File: config.mk
export PLATFORM = sky130hd
export DESIGN_NAME = rmc_back_flat
export DESIGN_NICKNAME = d
export VERILOG_FILES = /design/src/sv/rmc_pkg.sv /design/src/sv/rmc_result_if.sv /design/src/sv/rmc_back.sv /design/src/flat_wrapper.sv
export SDC_FILE = /design/constraint.sdc
export NUM_CORES = 1
export LEC_CHECK = 0
export BUFFER_PORTS_ARGS = -buffer_cell sky130_fd_sc_hd__buf_2
export CAP_MARGIN = 20
export CORE_UTILIZATION = 53
export CTS_CLUSTER_DIAMETER = 40
export DETAILED_ROUTE_END_ITERATION = 6
export PLACE_DENSITY = 0.73
export SLEW_MARGIN = 20
export SYNTH_ARGS = -nofsm -noshare
export SYNTH_HDL_FRONTEND = slang
export SYNTH_SLANG_ARGS = --single-unit
File: constraint.sdc
create_clock -name clk -period 3.2 [get_ports clk]
set_input_delay 0.64 -clock clk [delete_from_list [all_inputs] [get_ports clk]]
set_output_delay 0.64 -clock clk [all_outputs]
set_load 0.01 [all_outputs]
File: src/sv/rmc_pkg.sv
// types, character codes and constants of the command line checker
// no dependencies
`default_nettype none

package rmc_pkg;

	// characters
	localparam logic [7:0] CH_SPACE = 8'h20;
	localparam logic [7:0] CH_STAR  = 8'h2A;
	localparam logic [7:0] CH_CARET = 8'h5E;
	localparam logic [7:0] CH_A     = 8'h41;
	localparam logic [7:0] CH_B     = 8'h42;
	localparam logic [7:0] CH_T     = 8'h54;
	localparam logic [7:0] CH_N     = 8'h4E;
	localparam logic [7:0] CH_O     = 8'h4F;
	localparam logic [7:0] CH_ZERO  = 8'h30;
	localparam logic [7:0] CH_NINE  = 8'h39;
	localparam logic [7:0] CH_UP_F  = 8'h46;
	localparam logic [7:0] CH_LO_A  = 8'h61;
	localparam logic [7:0] CH_LO_F  = 8'h66;

	localparam logic [15:0] BOOT_CMD = {CH_A, CH_B};

	// configuration
	localparam int CFG_IDX_W = 2;
	localparam logic [7:0] START_CHAR_RST = 8'd36;
	localparam logic [3:0] MAX_TOKENS_RST = 4'd10;

	typedef enum logic [CFG_IDX_W-1:0] {
		CFG_START_CHAR = 2'd0,
		CFG_MAX_TOKENS = 2'd1
	} cfg_idx_t;

	// result codes
	typedef enum logic [1:0] {
		ST_OK      = 2'd0,
		ST_INVALID = 2'd1,
		ST_UNKNOWN = 2'd2
	} status_t;

	typedef enum logic [1:0] {
		CK_NONE = 2'd0,
		CK_ADD  = 2'd1,
		CK_XOR  = 2'd2
	} check_t;

	// queue between front and back
	localparam int QDEPTH = 2;
	localparam int QPTR_W = $clog2(QDEPTH);
	localparam int QCNT_W = $clog2(QDEPTH + 1);

	// one classified character
	typedef struct packed {
		logic [7:0] char_in;
		logic       last_char;
		logic       is_space;
		check_t     mark;
		logic       hex_ok;
		logic [3:0] hex_val;
	} rmc_item_t;

endpackage

`default_nettype wire

File: src/sv/rmc_result_if.sv
// result channel: one result item per checked line
// depends on rmc_pkg
`default_nettype none

interface rmc_result_if;
	logic             valid;
	logic             ready;
	rmc_pkg::status_t status;
	rmc_pkg::check_t  check_kind;
	logic [3:0]       token_total;
	logic             boot_request;
	logic [15:0]      command_code;

	modport source (output valid, output status, output check_kind, output token_total,
		output boot_request, output command_code, input ready);
	modport sink   (input valid, input status, input check_kind, input token_total,
		input boot_request, input command_code, output ready);
endinterface

`default_nettype wire

File: src/sv/rmc_back.sv
// back: line state, checksum check and the result register
// depends on rmc_pkg and rmc_result_if
`default_nettype none

module rmc_back (
	input  logic               clk,
	input  logic               arst_n,
	input  logic [7:0]         start_char,
	input  logic [3:0]         max_tokens,
	input  logic               q_valid,
	input  rmc_pkg::rmc_item_t q_item,
	output logic               pop,
	rmc_result_if.source       results
);
	import rmc_pkg::*;

	typedef enum logic [3:0] {
		POS_MARK   = 4'b0001,
		POS_FIRST  = 4'b0010,
		POS_SECOND = 4'b0100,
		POS_REST   = 4'b1000
	} pos_t;

	typedef enum logic [2:0] {
		PH_BODY = 3'b001,
		PH_HEX  = 3'b010,
		PH_SKIP = 3'b100
	} phase_t;

	pos_t        pos_q, n_pos;
	phase_t      phase_q, n_phase;
	logic [7:0]  add_q, n_add;
	logic [7:0]  xor_q, n_xor;
	logic [3:0]  tok_q, n_tok;
	check_t      chk_q, n_chk;
	logic [7:0]  hexv_q, n_hexv;
	logic [1:0]  hexn_q, n_hexn;
	logic        bad_q, n_bad;
	logic [15:0] cmd_q, n_cmd;

	logic        ok;
	status_t     st;
	logic        boot;

	logic        out_valid_q;
	status_t     status_q;
	check_t      check_kind_q;
	logic [3:0]  token_total_q;
	logic        boot_request_q;
	logic [15:0] command_code_q;

	logic [7:0]  c;
	assign c = q_item.char_in;

	// a last character waits while the result register is still held
	assign pop = q_valid && (!q_item.last_char || !out_valid_q || results.ready);

	// line state update for one character
	always_comb begin
		n_pos   = pos_q;
		n_phase = phase_q;
		n_add   = add_q;
		n_xor   = xor_q;
		n_tok   = tok_q;
		n_chk   = chk_q;
		n_hexv  = hexv_q;
		n_hexn  = hexn_q;
		n_bad   = bad_q;
		n_cmd   = cmd_q;
		case (pos_q)
			POS_MARK: begin
				n_add = start_char;
				n_xor = start_char;
				n_tok = 4'd1;
				n_pos = POS_FIRST;
			end
			POS_FIRST: begin
				n_add = add_q + c;
				n_xor = xor_q ^ c;
				n_cmd = {c, 8'h00};
				n_pos = POS_SECOND;
			end
			POS_SECOND, POS_REST: begin
				case (phase_q)
					PH_BODY: begin
						if (q_item.is_space) begin
							if (tok_q >= max_tokens) begin
								n_bad   = 1'b1;
								n_phase = PH_SKIP;
							end else begin
								n_add = add_q + c;
								n_xor = xor_q ^ c;
								n_tok = tok_q + 4'd1;
							end
						end else if (q_item.mark != CK_NONE) begin
							n_chk   = q_item.mark;
							n_phase = PH_HEX;
						end else begin
							n_add = add_q + c;
							n_xor = xor_q ^ c;
							if (pos_q == POS_SECOND) begin
								n_cmd = {cmd_q[15:8], c};
							end
						end
					end
					PH_HEX: begin
						if (!q_item.hex_ok) begin
							n_bad   = 1'b1;
							n_phase = PH_SKIP;
						end else begin
							n_hexv = {hexv_q[3:0], q_item.hex_val};
							n_hexn = hexn_q + 2'd1;
							if (hexn_q != 2'd0) begin
								n_phase = PH_SKIP;
							end
						end
					end
					PH_SKIP: begin
					end
					default: begin
					end
				endcase
				n_pos = POS_REST;
			end
			default: begin
			end
		endcase
	end

	// verdict on the line as it stands after this character
	always_comb begin
		ok   = !n_bad && (n_pos == POS_SECOND || n_pos == POS_REST);
		st   = ST_UNKNOWN;
		boot = 1'b0;
		if (ok && n_chk != CK_NONE) begin
			if (n_hexn < 2'd2) begin
				ok = 1'b0;
			end else if (n_chk == CK_ADD && n_hexv != n_add) begin
				ok = 1'b0;
			end else if (n_chk == CK_XOR && n_hexv != n_xor) begin
				ok = 1'b0;
			end
		end
		if (!ok) begin
			st = ST_INVALID;
		end else begin
			case (n_cmd[15:8])
				CH_A: begin
					if (n_cmd[7:0] == CH_B) begin
						st   = ST_OK;
						boot = 1'b1;
					end else if (n_cmd[7:0] == CH_T || n_cmd[7:0] == CH_N) begin
						st = ST_OK;
					end
				end
				CH_O, CH_N: begin
					st = ST_OK;
				end
				default: begin
					st = ST_UNKNOWN;
				end
			endcase
		end
	end

	always_ff @(posedge clk or negedge arst_n) begin
		if (!arst_n) begin
			pos_q   <= POS_MARK;
			phase_q <= PH_BODY;
			add_q   <= '0;
			xor_q   <= '0;
			tok_q   <= '0;
			chk_q   <= CK_NONE;
			hexv_q  <= '0;
			hexn_q  <= '0;
			bad_q   <= 1'b0;
			cmd_q   <= '0;
		end else if (pop) begin
			if (q_item.last_char) begin
				pos_q   <= POS_MARK;
				phase_q <= PH_BODY;
				add_q   <= '0;
				xor_q   <= '0;
				tok_q   <= '0;
				chk_q   <= CK_NONE;
				hexv_q  <= '0;
				hexn_q  <= '0;
				bad_q   <= 1'b0;
				cmd_q   <= '0;
			end else begin
				pos_q   <= n_pos;
				phase_q <= n_phase;
				add_q   <= n_add;
				xor_q   <= n_xor;
				tok_q   <= n_tok;
				chk_q   <= n_chk;
				hexv_q  <= n_hexv;
				hexn_q  <= n_hexn;
				bad_q   <= n_bad;
				cmd_q   <= n_cmd;
			end
		end
	end

	always_ff @(posedge clk or negedge arst_n) begin
		if (!arst_n) begin
			out_valid_q <= 1'b0;
		end else if (pop && q_item.last_char) begin
			out_valid_q <= 1'b1;
		end else if (results.ready) begin
			out_valid_q <= 1'b0;
		end
	end

	always_ff @(posedge clk) begin
		if (pop && q_item.last_char) begin
			status_q       <= st;
			check_kind_q   <= n_chk;
			token_total_q  <= ok ? n_tok : 4'd0;
			boot_request_q <= boot;
			command_code_q <= n_cmd;
		end
	end

	assign results.valid        = out_valid_q;
	assign results.status       = status_q;
	assign results.check_kind   = check_kind_q;
	assign results.token_total  = token_total_q;
	assign results.boot_request = boot_request_q;
	assign results.command_code = command_code_q;

endmodule

`default_nettype wire

File: src/flat_wrapper.sv
// flat-port wrapper written by rule: the top's interface ports become plain ports
module rmc_back_flat import rmc_pkg::*;
  (clk, arst_n, start_char, max_tokens, q_valid, q_item, pop, results_valid, results_status, results_check_kind, results_token_total, results_boot_request, results_command_code, results_ready);
  rmc_result_if results_i ();
  input  logic clk;
  input  logic arst_n;
  input  logic [7:0] start_char;
  input  logic [3:0] max_tokens;
  input  logic q_valid;
  input  rmc_pkg::rmc_item_t q_item;
  output logic pop;
  output wire logic [$bits(results_i.valid)-1:0] results_valid;
  output wire logic [$bits(results_i.status)-1:0] results_status;
  output wire logic [$bits(results_i.check_kind)-1:0] results_check_kind;
  output wire logic [$bits(results_i.token_total)-1:0] results_token_total;
  output wire logic [$bits(results_i.boot_request)-1:0] results_boot_request;
  output wire logic [$bits(results_i.command_code)-1:0] results_command_code;
  input wire logic [$bits(results_i.ready)-1:0] results_ready;
  assign results_valid = results_i.valid;
  assign results_status = results_i.status;
  assign results_check_kind = results_i.check_kind;
  assign results_token_total = results_i.token_total;
  assign results_boot_request = results_i.boot_request;
  assign results_command_code = results_i.command_code;
  assign results_i.ready = results_ready;
  rmc_back u_core (.clk(clk), .arst_n(arst_n), .start_char(start_char), .max_tokens(max_tokens), .q_valid(q_valid), .q_item(q_item), .pop(pop), .results(results_i));
endmodule
---- Word-level counts from Yosys, hierarchy flattened ----
Index checks and enable logic that the tools add are counted.
word-level totals
  flip-flop bits (word level) ............. 82
  input port bits ......................... 33
  output and inout port bits .............. 27
  logic and storage cells ................. 128
cells by class
  $add $sub $neg .......................... 3
  $lt $le $gt $ge ......................... 2
  eq/ne operators ......................... 21
  multiplexer cells ....................... 62
  bitwise gates (word level) .............. 1
  reduce and logical (&&, ||, !) cells .... 23
operators by type and width
  kind                 number
  $mux 8               18
  $eq 8x7->1 const B   6
  $pmux 8 s3           2
  $pmux 16 s2          1
  $mux 2               11
  $mux 3               7
  $mux 4               5
  $mux 16              1
  $ne 8x8->1           2
  $mux 1               12
  $ne 4x3->1 const B   3
  $pmux 4 s3           1
  $reduce_bool 2->1    5
  $add 8x8->8          1
  $eq 4x3->1 const B   2
  $eq 4x4->1 const B   2
  $pmux 4 s2           1
  $xor 8x8->8          1
  $logic_and 1x1->1    6
  $pmux 3 s2           1
  $reduce_and 6->1     1
  $add 4x1->4 const B  1
  $eq 4x1->1 const B   1
  $eq 4x2->1 const B   1
  other kinds (14)     20

---- Depth between registers and ports, before layout ----
Gate-level depths: netlist of run 1.
  word-level depth ........................ 12
  mapped depth ............................ 12
  gate-level depth less buffers ........... 11

---- Least setup slack after synthesis of run 1 ----
OpenSTA, ideal clock, no wires.
  path type ............................... input to register
  from .................................... input port q_item[9] (netlist name)
  to ...................................... register u_core.status_q[0], in the netlist u_core.results.status[0] (data pin)
  setup time .............................. 0.254 ns
  arrival ................................. 3.246 ns
  data required time ...................... 2.946 ns
  path slack .............................. -0.300 ns
  stages on the path ...................... 11
  buffers on the path ..................... 0
  cells stage by stage .................... ha_1 fa_1 a21oi_1 o21bai_1 xor2_1 a32o_1 o21a_1 or4b_1 a2111oi_4 a31oi_2 a21o_1
between the ends
  longest elaborated chain between the ends .. 11
  elaborated cells between the ends (all ways) .. 32
  those cells by class .................... add/sub (1); eq/ne (6); mux (21); bitwise (1); reduce/logical (3)
ends and longest elaborated chain
  item                                                                  line                text
  start, declared                                                       flat_wrapper.sv:10  input rmc_pkg::rmc_item_t q_item;
  parallel branches: the longest is 11 deep, another holds $add 8x8->8  -
  end signal, assigned                                                  rmc_back.sv:217     status_q <= st;
  end, declared                                                         rmc_back.sv:46      status_t status_q;
Parallel ways; which one is timed is not known.
A chain may end at the register's enable or synchronous reset.

---- Final worst setup path of run 1 ----
  from .................................... register u_core.tok_q[3]
  to ...................................... register u_core.status_q[0], in the netlist u_core.results.status[0] (data pin)
between the ends
  longest elaborated chain between the ends .. 11
  elaborated cells between the ends (all ways) .. 24
  those cells by class .................... order compare (1); eq/ne (2); mux (16); reduce/logical (5)
ends and longest elaborated chain
  item                                           line                              text
  start, declared                                rmc_back.sv:34                    logic [3:0] tok_q, n_tok;
  start signal, assigned                         rmc_back.sv:195                   tok_q <= n_tok;
  $ge 4x4->1 (*)                                 rmc_back.sv:87                    if (tok_q >= max_tokens) begin
  $mux 8 or $mux 1 (tied branches)               rmc_back.sv:87
  $mux 8 or $mux 1 (tied branches)               rmc_back.sv:86                    if (q_item.is_space) begin
  $mux 8 or $pmux 1 s2 (tied branches)           rmc_back.sv:84                    case (phase_q)
  $pmux 8 s3 or $mux 1 (tied branches)           rmc_back.sv:70                    case (pos_q)
  $ne 8x8->1 or $logic_not 1->1 (tied branches)  rmc_back.sv:140, rmc_back.sv:132
  $logic_and 1x1->1, on equally long branches    rmc_back.sv:140, rmc_back.sv:132
  $mux 1                                         rmc_back.sv:140                   end else if (n_chk == CK_XOR && n_hexv != n_xor) begin
  $mux 1                                         rmc_back.sv:138                   end else if (n_chk == CK_ADD && n_hexv != n_add) begin
  $mux 1                                         rmc_back.sv:136                   if (n_hexn < 2'd2) begin
  $mux 1 (*)                                     rmc_back.sv:135                   if (ok && n_chk != CK_NONE) begin
Every way passes the cells marked *; elsewhere a longest branch is shown, timed or not.

==> key figures, run 1 <==
Synth
  • Post-synthesis sequential element count: 82
  • Net Count, Synth: ~620
  • Synth Area in Compound Gates: 25.34%
  • Share of Yosys cell area claimed by the top area cell type: between 20% and 30%
  • Most frequently used flop master after synthesis: sky130_fd_sc_hd__dfrtp_1
  • Combinational family with the most area after synthesis: compound AO/OA/AOI/OAI gates
  • Proportion of synthesized flip-flops having asynchronous set or reset: 69.51%
  • Biggest area contributors in the synthesized netlist: sky130_fd_sc_hd__dfrtp_1 (26%), sky130_fd_sc_hd__edfxtp_1 (14%), sky130_fd_sc_hd__nand2_1 (6.6%)
  • Sequential area share after synthesis: 41.80%
  • Xor/xnor cell area share of the yosys netlist: roughly 3.3%
  • Simple-gate area share of the yosys netlist: 18.60%
  • Average cell area after synthesis: 9.163 µm²
  • Multiplexer share of the synthesized area: under 10%
  • Count of mapped cells out of synthesis: ~570
  • Total number of yosys warnings: 0
  • Cell Area, Synth: roughly 0.0052 mm²
  • Netlist cell types: 79
  • Synth area leader: sky130_fd_sc_hd__dfrtp_1
  • Post-synthesis adder-cell area fraction: roughly 3.5%
  • Post-synth EDFFs: 25

STA
  • Slew of the pin with the lowest slew margin: approximately 0.82 ns
  • Sum Neg Setup Slack: -0.2146 ns
  • Final Cycle Share: 102.5%
  • Relative slew margins: roughly 45%
  • Final setup viols: 5
  • Max Clock Skew: between 0.01 and 0.015 ns
  • Final hold violations: 0
  • Setup WS post-layout: -0.08158 ns
  • RSZ-0062 raised after global routing: yes
  • Maximum frequency from static timing analysis: just over 300 MHz
  • Final count of pins violating max slew: 0
  • Clock period minus final worst setup slack: around 3.3 ns

Worst setup path
  • Cell family contributing the most delay on the critical path: compound AO/OA/AOI/OAI gates
  • Critical Path Max Stage Delay: ~0.42 ns
  • Kind of start point of the critical path: register
  • Depth of the worst register-to-register path: 13
  • Data required, critical path: 3.32 ns
  • Kind of critical path: register to register
  • Critical Path, Cell by Cell: ha_4 -> o211ai_1 -> o21a_1 -> buf_6 -> a21boi_4 -> buf_6 -> nor2_4 -> buf_6 -> a222oi_1 -> xor2_1 -> a2111oi_4 -> a31oi_4 -> a21o_1
  • Most frequent cell on the critical path: sky130_fd_sc_hd__buf_6
  • Data arrival time of the worst path: between 3 and 4 ns
  • Crit Reg-Reg Endpoint: u_core.results.status[0]
  • Cell at the slowest stage of the critical path: sky130_fd_sc_hd__dfrtp_1
  • Crit end category: register
  • Buffers and inverters on the worst path: 3
  • Top fanout value on the critical path: 7
  • Reg-to-reg setup timing slack: -0.08 ns
  • Reg2reg start: u_core.tok_q[3]

Global routing
  • Initial antenna violation count: 0
  • Total overflow reported by the global router: 0
  • Vias in the first global route: around 4800
  • Global-route wire length before repair: 25310 µm
  • Combined global-route utilization of all metal layers: about a third
  • Largest net degree at the start of global routing: 41

Final layout
  • Design Area, Final: 0.006731 mm²
  • Most frequent standard cell in the layout excluding fill and tap cells: sky130_fd_sc_hd__buf_4
  • Total area of multi-input combinational cells: between 0.002 and 0.003 mm²
  • Sequential standard cell area: between 0.002 and 0.0025 mm²
  • Post-layout net count: 771
  • Final design utilization: between 70% and 80%
  • Area growth from synthesis to layout: 29.11%
  • Non-filler instance count after layout: between 800 and 900
  • Highest-count cells in the layout ignoring fill and taps: sky130_fd_sc_hd__buf_4 (105), sky130_fd_sc_hd__nand2_1 (91), sky130_fd_sc_hd__o21ai_0 (59), sky130_fd_sc_hd__buf_2 (59), sky130_fd_sc_hd__dfrtp_1 (55)
  • Number of diodes added for antenna fixing: 0
  • Fillers: approximately 750
  • Share of final-layout standard cells stronger than drive strength 1: 31.14%

Run status
  • Violated checks: setup timing
  • Run status: complete, but fails checks

Floorplanning
  • Number of cell rows: 35
  • Chip Width: roughly 100 µm
  • Initial standard-cell utilization of the core: ~56%
  • Overall die area: around 0.010 mm²
  • Ports: 60
  • Placeable Area: roughly 0.0094 mm²
  • Die outline height: 101.2 µm

CTS
  • Num Clock Sinks: between 80 and 90
  • Clock latency reported for the late side of the worst-skew pair: between 0.3 and 0.4 ns
  • Post-cts hold buffer count: 0
  • Num CTS Buffers: 9
  • Number of buffers on the longest clock path: 2
  • H-tree lvl count: 3
  • Clock-pin slew of the registers on the worst-case setup and hold paths: approximately 0.090 ns
  • CTS tree: yes
  • Root buffer selected by CTS: sky130_fd_sc_hd__clkbuf_8

Power
  • Areal power density over the cells: approximately 760 mW/mm²
  • Static leakage: between 3 and 4 nW
  • Peak supply drop: between 0.4 and 0.5 mV

Route
  • Starting DRT DRC Count: 338
  • WL per Instance: 18.72 µm
  • Vias after detailed routing: slightly above 5000
  • Via density per instance: around 6
  • First-pass detailed-route iteration total: 5
  • Total detailed-routing wirelength: between 15000 and 20000 µm
  • DRC Markers: 0
  • Antenna-violating nets left: 0

Place
  • # port buffers: 59
  • Placed Area: 0.006347 mm²
  • Total instance count after detailed placement: ~830
  • Post-Place Setup Slack: -0.4664 ns
  • DPL Wire Length: 12230 µm
  • Routability-driven placement congestion ratio: 0.9306

Min path
  • Classification of the worst-slack hold path: input port to asynchronous set/reset pin

Run
  • MaxCap Viol Count: 0
-- metrics by stage --
stage               power (W)  hold slack [ns]
floorplan            0.003035           0.3444
detailed placement   0.004134           0.4634
global route         0.005448           0.3143
CTS                  0.005085           0.2964
finish               0.005142           0.2823
global placement     0.004100           0.4555
-- worst register-to-register path, stage by stage, from the launching register on --
cell	delay [ns]
sky130_fd_sc_hd__dfrtp_1	0.42
sky130_fd_sc_hd__ha_4	0.28
sky130_fd_sc_hd__o211ai_1	0.11
sky130_fd_sc_hd__o21a_1	0.27
sky130_fd_sc_hd__buf_6	0.14
sky130_fd_sc_hd__a21boi_4	0.25
sky130_fd_sc_hd__buf_6	0.15
sky130_fd_sc_hd__nor2_4	0.04
sky130_fd_sc_hd__buf_6	0.12
sky130_fd_sc_hd__a222oi_1	0.26
sky130_fd_sc_hd__xor2_1	0.19
sky130_fd_sc_hd__a2111oi_4	0.42
sky130_fd_sc_hd__a31oi_4	0.20
sky130_fd_sc_hd__a21o_1	0.19
-- per-layer routing --
layer  wire length (µm)  global-route usage [%]
met1               6926                   43.71
met3               1102                   6.004
met4                552                   15.05
met5                  0                       0
met2               7479                   53.17
-- what timing repair did --
item / CTS / global route
buffers inserted: 7 / 1
pin swaps: 13 / 6
resized for setup: 16 / 6
endpoints found under the setup margin: 7 / 7
-- how the worst max path moves through the flow --
stage,start,to,slack (ns),depth (start not counted)
6_report,u_core.tok_q[3],u_core.results.status[0],-0.08,13
5_1_grt,u_core.tok_q[3],u_core.results.status[1],-0.20,13
4_1_cts,u_core.tok_q[1],u_core.results.status[0],-0.01,13
3_5_place_dp,q_item[9],u_core.results.status[0],-0.47,12
3_3_place_gp,max_tokens[3],u_core.results.status[0],-0.43,12
2_1_floorplan,q_item[9],u_core.results.status[0],-0.17,11
-- power breakdown --
part | internal [W] | total, W | switching [W]
clock network | 0.000443 | 0.000853 | 0.000410
registers | 0.00125 | 0.00143 | 0.000174
logic | 0.00134 | 0.00286 | 0.00152
-- sequential cells by signal, indices dropped and copies added (netlist names) --
register	cells
u_core.add_q	8
u_core.bad_q	1
u_core.results.command_code	16
u_core.results.token_total	4
u_core.results.status	2
u_core.pos_q	4
u_core.cmd_q	16
u_core.tok_q	4
u_core.xor_q	8
u_core.phase_q	3
u_core.chk_q	2
u_core.hexn_q	2
u_core.hexv_q	8
u_core.results.check_kind	2
u_core.results.boot_request	1
u_core.results.valid	1
-- area by class of cell --
type / count / share of cell area (%)
multi-input combinational: 433 / 43.42
sequential: 82 / 32.38
timing repair buffer: 168 / 16.90
tap: 129 / 2.398
clock buffer: 10 / 1.896
inverter: 30 / 1.673
clock inverter: 6 / 1.338
-- Yosys cell counts, types with 3 or more instances --
master and number:
sky130_fd_sc_hd__nor2_1 24, sky130_fd_sc_hd__o21a_1 3, sky130_fd_sc_hd__nor2_2 3, sky130_fd_sc_hd__nor3_1 12
sky130_fd_sc_hd__a32o_1 4, sky130_fd_sc_hd__a21o_1 5, sky130_fd_sc_hd__and3_1 7, sky130_fd_sc_hd__dfrtp_1 55
sky130_fd_sc_hd__clkbuf_1 13, sky130_fd_sc_hd__nor2b_1 8, sky130_fd_sc_hd__o21bai_1 3, sky130_fd_sc_hd__ha_1 13
sky130_fd_sc_hd__xor2_1 6, sky130_fd_sc_hd__o22ai_1 3, sky130_fd_sc_hd__nand3_1 10, sky130_fd_sc_hd__nand4_1 5
sky130_fd_sc_hd__nand2_1 91, sky130_fd_sc_hd__or3_1 3, sky130_fd_sc_hd__nand2b_1 6, sky130_fd_sc_hd__o31ai_1 12
sky130_fd_sc_hd__buf_1 4, sky130_fd_sc_hd__a21oi_1 31, sky130_fd_sc_hd__xnor2_1 12, sky130_fd_sc_hd__a21boi_1 6
sky130_fd_sc_hd__buf_6 4, sky130_fd_sc_hd__nor4_1 4, sky130_fd_sc_hd__o211ai_1 6, sky130_fd_sc_hd__mux2i_1 10
sky130_fd_sc_hd__o311ai_1 3, sky130_fd_sc_hd__a222oi_1 3, sky130_fd_sc_hd__and2_1 4, sky130_fd_sc_hd__a22o_1 15
sky130_fd_sc_hd__o21ai_1 5, sky130_fd_sc_hd__o21ai_0 60, sky130_fd_sc_hd__a22oi_1 8, sky130_fd_sc_hd__a211oi_1 4
sky130_fd_sc_hd__edfxtp_1 25, sky130_fd_sc_hd__inv_1 30
-- cells by family after synthesis --
family | count (synthesis)
mux | 13
flops | 82
simple gates | 192
buf+inv | 54
compound gates | 195
fa+ha+maj | 14
xor+xnor | 19
No activity file was read; power rests on OpenSTA's default activity.
==> inputs of run 2 (changes only) <==
ABC_AREA = 1   (was not set)
REMOVE_ABC_BUFFERS = 1   (was not set)
==> key figures, run 2 <==
CTS
  • Setup repair bufs after CTS: 0 (-7)
  • CTS tree: yes
  • Number of buffers on the longest clock path: 2 (unchanged)
  • Clock latency reported for the late side of the worst-skew pair: 0.37 ns (about the same)
  • Count of instances resized after the clock tree is built: 0 (-16)
  • Num CTS Buffers: 9 (unchanged)
  • H-tree lvl count: 3 (unchanged)
  • Root buffer selected by CTS: sky130_fd_sc_hd__clkbuf_8
  • Num Clock Sinks: 82 (unchanged)
  • Clock-pin slew of the registers on the worst-case setup and hold paths: 0.10 ns (about the same)
  • Post-cts hold buffer count: 0 (unchanged)

Global routing
  • Combined global-route utilization of all metal layers: 28.86% (-4.2 points)
  • Vias in the first global route: 4708 (-2.3%)
  • Global-route wire length before repair: 22250 µm (-12%)
  • Initial antenna violation count: 0 (unchanged)
  • Total overflow reported by the global router: 0 (unchanged)
  • Global-route track usage on met3: 4.944% (-1.1 points)
  • Highest-utilization routing layer at the global route stage: met2
  • GRT met1 Usage: 36.85% (-6.9 points)
  • GR Util met2: 48.52% (-4.6 points)
  • Largest net degree at the start of global routing: 54 (+32%)

Route
  • Starting DRT DRC Count: 445 (+32%)
  • DRC Markers: 0 (unchanged)
  • First-pass detailed-route iteration total: 5 (unchanged)
  • Total detailed-routing wirelength: 13720 µm (-15%)
  • WL per Instance: 15.40 µm (-18%)
  • Antenna-violating nets left: 0 (unchanged)
  • Vias after detailed routing: 4918 (-2.3%)
  • Via density per instance: 5.520 (-5.9%)

Synth
  • Share of Yosys cell area claimed by the top area cell type: 26.90% (+0.50 points)
  • Biggest area contributors in the synthesized netlist: sky130_fd_sc_hd__dfrtp_1 (27%), sky130_fd_sc_hd__edfxtp_1 (15%), sky130_fd_sc_hd__nand2_1 (14%)
  • Most frequently used flop master after synthesis: sky130_fd_sc_hd__dfrtp_1
  • Most instantiated library cell after synthesis: sky130_fd_sc_hd__nand2_1
  • Proportion of synthesized flip-flops having asynchronous set or reset: 69.51% (unchanged)
  • Netlist cell types: 39 (-51%)
  • Total number of yosys warnings: 0 (unchanged)
  • Post-synthesis sequential element count: 82 (unchanged)
  • Synth area leader: sky130_fd_sc_hd__dfrtp_1
  • Ranking of synthesized cells by instance count: sky130_fd_sc_hd__nand2_1 (186), sky130_fd_sc_hd__inv_1 (114), sky130_fd_sc_hd__nand3_1 (58), sky130_fd_sc_hd__dfrtp_1 (55), sky130_fd_sc_hd__nor2_1 (46)
  • Cell Area, Synth: 0.005116 mm² (-1.9%)
  • Average cell area after synthesis: 7.447 µm² (-19%)
  • Sequential area share after synthesis: 42.60% (+0.80 points)
  • Count of mapped cells out of synthesis: 687 (+21%)
  • Post-synth EDFFs: 25 (unchanged)

Final layout
  • Design Area, Final: 0.005821 mm² (-14%)
  • Area growth from synthesis to layout: 13.77%
  • Most frequent standard cell in the layout excluding fill and tap cells: sky130_fd_sc_hd__nand2_1
  • Final design utilization: 62.70% (-9.1 points)
  • Fillers: 861 (+15%)
  • Non-filler instance count after layout: 891 (+3.8%)
  • Highest-count cells in the layout ignoring fill and taps: sky130_fd_sc_hd__nand2_1 (186), sky130_fd_sc_hd__inv_1 (114), sky130_fd_sc_hd__buf_2 (59)
  • Post-layout net count: 804 (+4.3%)
  • Number of diodes added for antenna fixing: 0 (unchanged)
  • Share of final-layout standard cells stronger than drive strength 1: 14.96% (-16 points)

Place
  • DPL Wire Length: 10080 µm (-18%)
  • Placed Area: 0.005605 mm² (-12%)
  • # port buffers: 59 (unchanged)
  • Total instance count after detailed placement: 875 (+4.9%)
  • Routability-driven placement congestion ratio: 0.9183 (-1.3%)
  • Post-Place Setup Slack: -0.002938 ns (+0.4634 ns)

Floorplanning
  • Number of cell rows: 35 (unchanged)
  • Placeable Area: 0.009284 mm² (-0.93%)
  • Chip Width: 100.3 µm (-0.92%)
  • Overall die area: 0.01005 mm² (-1.8%)
  • Ports: 60 (unchanged)
  • Initial standard-cell utilization of the core: 55.11% (-0.53 points)
  • Die outline height: 100.3 µm (-0.92%)

Worst setup path
  • Most frequent cell on the critical path: sky130_fd_sc_hd__nand2_1
  • Critical Path, Cell by Cell: ha_1 -> a21oi_1 -> nand3_2 -> nand2_1 -> buf_4 -> nand3_2 -> nand2_2 -> nand2_1 -> nand3_1 -> nand2_1 -> nand2_1 -> nand3_1 -> nor2_1 -> nand2_1 -> nand2_1 -> nand3_2 -> nand2_2 -> nand2_4
  • Crit end category: register
  • Critical Path Max Stage Delay: 0.41 ns (about the same)
  • Kind of start point of the critical path: register
  • Data required, critical path: 3.32 ns (about the same)
  • Cell family contributing the most delay on the critical path: simple AND/OR/NAND/NOR gates
  • Cell at the slowest stage of the critical path: sky130_fd_sc_hd__dfrtp_1
  • Kind of critical path: register to register
  • Buffers and inverters on the worst path: 1 (-2)
  • Data arrival time of the worst path: 3.00 ns (-0.40 ns)
  • Top fanout value on the critical path: 7 (unchanged)

STA
  • Max Clock Skew: 0.02308 ns (+0.01117 ns)
  • Setup WS post-layout: 0.3285 ns (+0.4101 ns)
  • Final setup viols: 0 (-5)
  • Relative slew margins: 30.39% (-15 points)
  • Maximum frequency from static timing analysis: 348.2 MHz (+14%)
  • Clock period minus final worst setup slack: 2.872 ns (-0.4101 ns)
  • Final hold violations: 0 (unchanged)
  • Slew of the pin with the lowest slew margin: 1.043 ns (+0.2204 ns)
  • Final count of pins violating max slew: 0 (unchanged)
  • Final Cycle Share: 89.73% (-13 points)
  • RSZ-0062 raised after global routing: no

Power
  • Peak supply drop: 0.4235 mV (-4.1%)
  • Areal power density over the cells: 773.7 mW/mm² (+1.3%)
  • Static leakage: 3.009 nW (-3.3%)

Run status
  • Run status: completed

Min path
  • Classification of the worst-slack hold path: input port to asynchronous set/reset pin

Run
  • MaxCap Viol Count: 0 (unchanged)
[run 2: kinds of logic (layout without fill, tap and decap cells)]
kind of cell	after synthesis	count (layout)	share of synthesized area (%)
flip-flops	82	82	42.60
adder cells (fa/ha/maj)	14	14	3.571
AND/OR/NAND/NOR	328	328	28.27
AO/OA/AOI/OAI	116	116	13.21
buffers and inverters	135	210	10.30
XOR/XNOR	12	12	2.054
[run 2: stage by stage]
stage | setup TNS [ns] | hold slack (ns) | total power (W)
6_report | 0 | 0.3066 | 0.004503
5_1_grt | 0 | 0.3491 | 0.004857
4_1_cts | 0 | 0.3151 | 0.004466
3_5_place_dp | -0.002938 | 0.4762 | 0.003624
3_3_place_gp | 0 | 0.4693 | 0.003583
2_1_floorplan | -2.444 | 0.3444 | 0.003010
[run 2: path summary, 6_finish.rpt]
check / depth (start not counted) / from / endpoint / slack (ns)
hold reg to reg: 2 / u_core.cmd_q[11] / u_core.cmd_q[11] / 0.49
setup / recovery: 18 / u_core.tok_q[3] / u_core.results.status[0] / 0.33
min in group clk: 2 / results_ready / u_core.results.valid / 0.47
setup reg to reg: 18 / u_core.tok_q[3] / u_core.results.status[0] / 0.33
hold / removal: 1 / arst_n / u_core.phase_q[1] / 0.31
max in group asynchronous: 2 / arst_n / u_core.hexv_q[2] / 2.18
[run 2: layer usage]
metal  vias to the layer above  wire, µm
met5                         -         0
met4                         0       354
met3                        29      1057
li1                       2388         -
met2                       211      6486
met1                      2290      5822
[run 2: cell type report]
| class | instances | area (µm²) | area share [%] |
|---|---|---|---|
| tap | 129 | 161.4 | 2.773 |
| sequential | 82 | 2180 | 37.45 |
| clock inverter | 6 | 87.58 | 1.505 |
| multi-input combinational | 470 | 2410 | 41.40 |
| clock buffer | 10 | 127.6 | 2.193 |
| inverter | 121 | 454.2 | 7.803 |
| timing repair buffer | 73 | 400.4 | 6.879 |
[run 2: power by group]
group          switching (W)  internal (W)
Sequential          0.000133       0.00125
Combinational        0.00151      0.000760
Clock               0.000405      0.000443
Total                0.00205       0.00246
==> inputs of run 3 (changes only) <==
ABC_AREA = not set   (was 1)
CTS_CLUSTER_DIAMETER = not set   (was 40)
PLACE_DENSITY = 0.76   (was 0.73)
==> key figures, run 3 (synthesis results as in run 1) <==
Power
  • Clock power share: 15.6% (-3.2 points)
  • Combinational share of power: 57.0% (+6.6 points)
  • Internal power: 0.002983 W (+21%)
  • Switching component of the power: 0.002219 W (+8.4%)
  • Net switching fraction of the power: 42.66% (-2.8 points)
  • Peak supply drop: 0.4619 mV (+9.1%)
  • Static leakage: 3.110 nW (+3.3%)
  • Tot Pwr: 0.005202 W (+16%)
  • Areal power density over the cells: 766.6 mW/mm² (-0.92%)
  • Sequential share of power: 27.4% (-3.4 points)

Worst setup path
  • Data required, critical path: 3.32 ns (about the same)
  • Kind of start point of the critical path: register
  • Critical Path Max Stage Delay: 0.40 ns (about the same)
  • Kind of critical path: register to register
  • Critical Path, Cell by Cell: ha_1 -> o211ai_1 -> o21a_2 -> buf_6 -> a21boi_4 -> buf_4 -> nor2_2 -> a222oi_1 -> xor2_1 -> a2111oi_4 -> a31oi_4 -> a21o_1
  • Crit end category: register
  • Data arrival time of the worst path: 3.47 ns (+0.47 ns)
  • Cell at the slowest stage of the critical path: sky130_fd_sc_hd__a2111oi_4
  • Top fanout value on the critical path: 7 (unchanged)

Route
  • Antenna-violating nets left: 0 (unchanged)
  • Total detailed-routing wirelength: 16750 µm (+22%)
  • Starting DRT DRC Count: 455 (+2.2%)
  • DRC Markers: 0 (unchanged)
  • First-pass detailed-route iteration total: 5 (unchanged)
  • WL per Instance: 19.47 µm (+26%)
  • Via density per instance: 6.179 (+12%)
  • Vias after detailed routing: 5314 (+8.1%)

CTS
  • Num CTS Buffers: 9 (unchanged)
  • Num Clock Sinks: 82 (unchanged)
  • Number of buffers on the longest clock path: 2 (unchanged)
  • H-tree lvl count: 3 (unchanged)
  • Root buffer selected by CTS: sky130_fd_sc_hd__clkbuf_8
  • Post-cts hold buffer count: 0 (unchanged)
  • CTS tree: yes
  • Clock latency reported for the late side of the worst-skew pair: 0.37 ns (about the same)
  • Clock-pin slew of the registers on the worst-case setup and hold paths: 0.11 ns (about the same)

STA
  • Max Clock Skew: 0.01709 ns (-0.005985 ns)
  • Final count of pins violating max slew: 0 (unchanged)
  • Relative slew margins: 24.18% (-6.2 points)
  • Final Cycle Share: 104.6% (+15 points)
  • Clock period minus final worst setup slack: 3.347 ns (+0.4750 ns)
  • Maximum frequency from static timing analysis: 298.8 MHz (-14%)
  • Slew of the pin with the lowest slew margin: 1.133 ns (+0.09018 ns)
  • Final setup viols: 7 (+7)
  • Final hold violations: 0 (unchanged)
  • Setup WS post-layout: -0.1465 ns (-0.4750 ns)
  • RSZ-0062 raised after global routing: yes

Floorplanning
  • Number of cell rows: 35 (unchanged)
  • Ports: 60 (unchanged)
  • Placeable Area: 0.009371 mm² (+0.94%)
  • Chip Width: 101.2 µm (+0.93%)
  • Die outline height: 101.2 µm (+0.93%)
  • Overall die area: 0.01024 mm² (+1.9%)
  • Initial standard-cell utilization of the core: 55.63% (+0.53 points)

Final layout
  • Fillers: 727 (-16%)
  • Number of diodes added for antenna fixing: 0 (unchanged)
  • Most frequent standard cell in the layout excluding fill and tap cells: sky130_fd_sc_hd__buf_4
  • Area growth from synthesis to layout: 30.17%
  • Final design utilization: 72.42% (+9.7 points)
  • Share of final-layout standard cells stronger than drive strength 1: 32.56% (+18 points)
  • Non-filler instance count after layout: 860 (-3.5%)
  • Post-layout net count: 773 (-3.9%)
  • Highest-count cells in the layout ignoring fill and taps: sky130_fd_sc_hd__buf_4 (110), sky130_fd_sc_hd__nand2_1 (91), sky130_fd_sc_hd__buf_2 (59)
  • Design Area, Final: 0.006787 mm² (+17%)

Global routing
  • Global-route wire length before repair: 25340 µm (+14%)
  • Vias in the first global route: 4968 (+5.5%)
  • Combined global-route utilization of all metal layers: 33.21% (+4.4 points)
  • Total overflow reported by the global router: 0 (unchanged)
  • Initial antenna violation count: 0 (unchanged)
  • Largest net degree at the start of global routing: 31 (-43%)

Place
  • Placed Area: 0.006302 mm² (+12%)
  • DPL Wire Length: 12190 µm (+21%)
  • Routability-driven placement congestion ratio: 0.9809 (+6.8%)
  • Total instance count after detailed placement: 834 (-4.7%)
  • # port buffers: 59 (unchanged)

Run status
  • Run status: complete, but fails checks
  • Violated checks: setup timing

Min path
  • Classification of the worst-slack hold path: input port to asynchronous set/reset pin

Run
  • MaxCap Viol Count: 0 (unchanged)
-- run 3: what timing repair did --
item	CTS	global route
setup endpoints to repair	7	7
gates resized for setup	10	31
pin swaps	11	23
setup buffers	3	9
-- run 3: final timing paths --
| path | start | depth (start not counted) | slack (ns) | to |
|---|---|---|---|---|
| worst max-delay path | u_core.tok_q[1] | 12 | -0.15 | u_core.results.status[0] |
| worst min-delay path | arst_n | 1 | 0.25 | u_core.add_q[7] |
| worst max register to register | u_core.tok_q[1] | 12 | -0.15 | u_core.results.status[0] |
| worst min register to register | u_core.cmd_q[4] | 2 | 0.48 | u_core.cmd_q[4] |
| max in group asynchronous | arst_n | 2 | 2.18 | u_core.pos_q[0] |
| min in group clk | u_core.cmd_q[4] | 2 | 0.48 | u_core.cmd_q[4] |
-- run 3: power groups by stage --
stage                     Combinational [W]  Sequential, W  Clock (W)
after floorplan                     0.00150        0.00143          0
after global placement              0.00257        0.00143          0
after detailed placement            0.00261        0.00143          0
after CTS                           0.00270        0.00141   0.000821
after global routing                0.00318        0.00144   0.000848
final                               0.00297        0.00142   0.000812
-- run 3: layout make-up --
type,instances,area (µm²),area share (%)
clock buffer,9,123.9,1.825
tap,129,161.4,2.378
inverter,30,112.6,1.659
clock inverter,7,82.58,1.217
timing repair buffer,170,1132,16.69
sequential,82,2180,32.12
multi-input combinational,433,2994,44.12
-- run 3: layer usage --
| layer | global-route usage, % | vias up | part of all wire [%] | wire (µm) |
|---|---|---|---|---|
| li1 | - | 2413 | - | - |
| met1 | 44.39 | 2554 | 41 | 6845 |
| met2 | 54.42 | 309 | 48 | 8013 |
| met3 | 5.383 | 38 | 8.6 | 1437 |
| met4 | 12.60 | 0 | 2.7 | 449 |
| met5 | 0 | - | 0 | 0 |
-- run 3: worst max-delay path: cells and delay by family, from the launching register on --
family	cells	cell delay (ns)
adders and majority gates	1	0.29
xor gates and xnor gates	1	0.20
and+or+nand+nor	1	0.27
AOI/OAI and AO/OA	7	1.66
DFF	1	0.39
buffers and inverters	2	0.28
-- run 3: through the flow --
step	setup slack [ns]	setup TNS [ns]	hold WS, ns
after floorplan	-0.2997	-1.725	0.3444
after global placement	-0.7004	-4.392	0.4543
after detailed placement	-0.7563	-4.776	0.4627
after CTS	-0.1571	-0.8141	0.2284
after global routing	-0.2237	-1.217	0.2469
final	-0.1465	-0.5921	0.2483
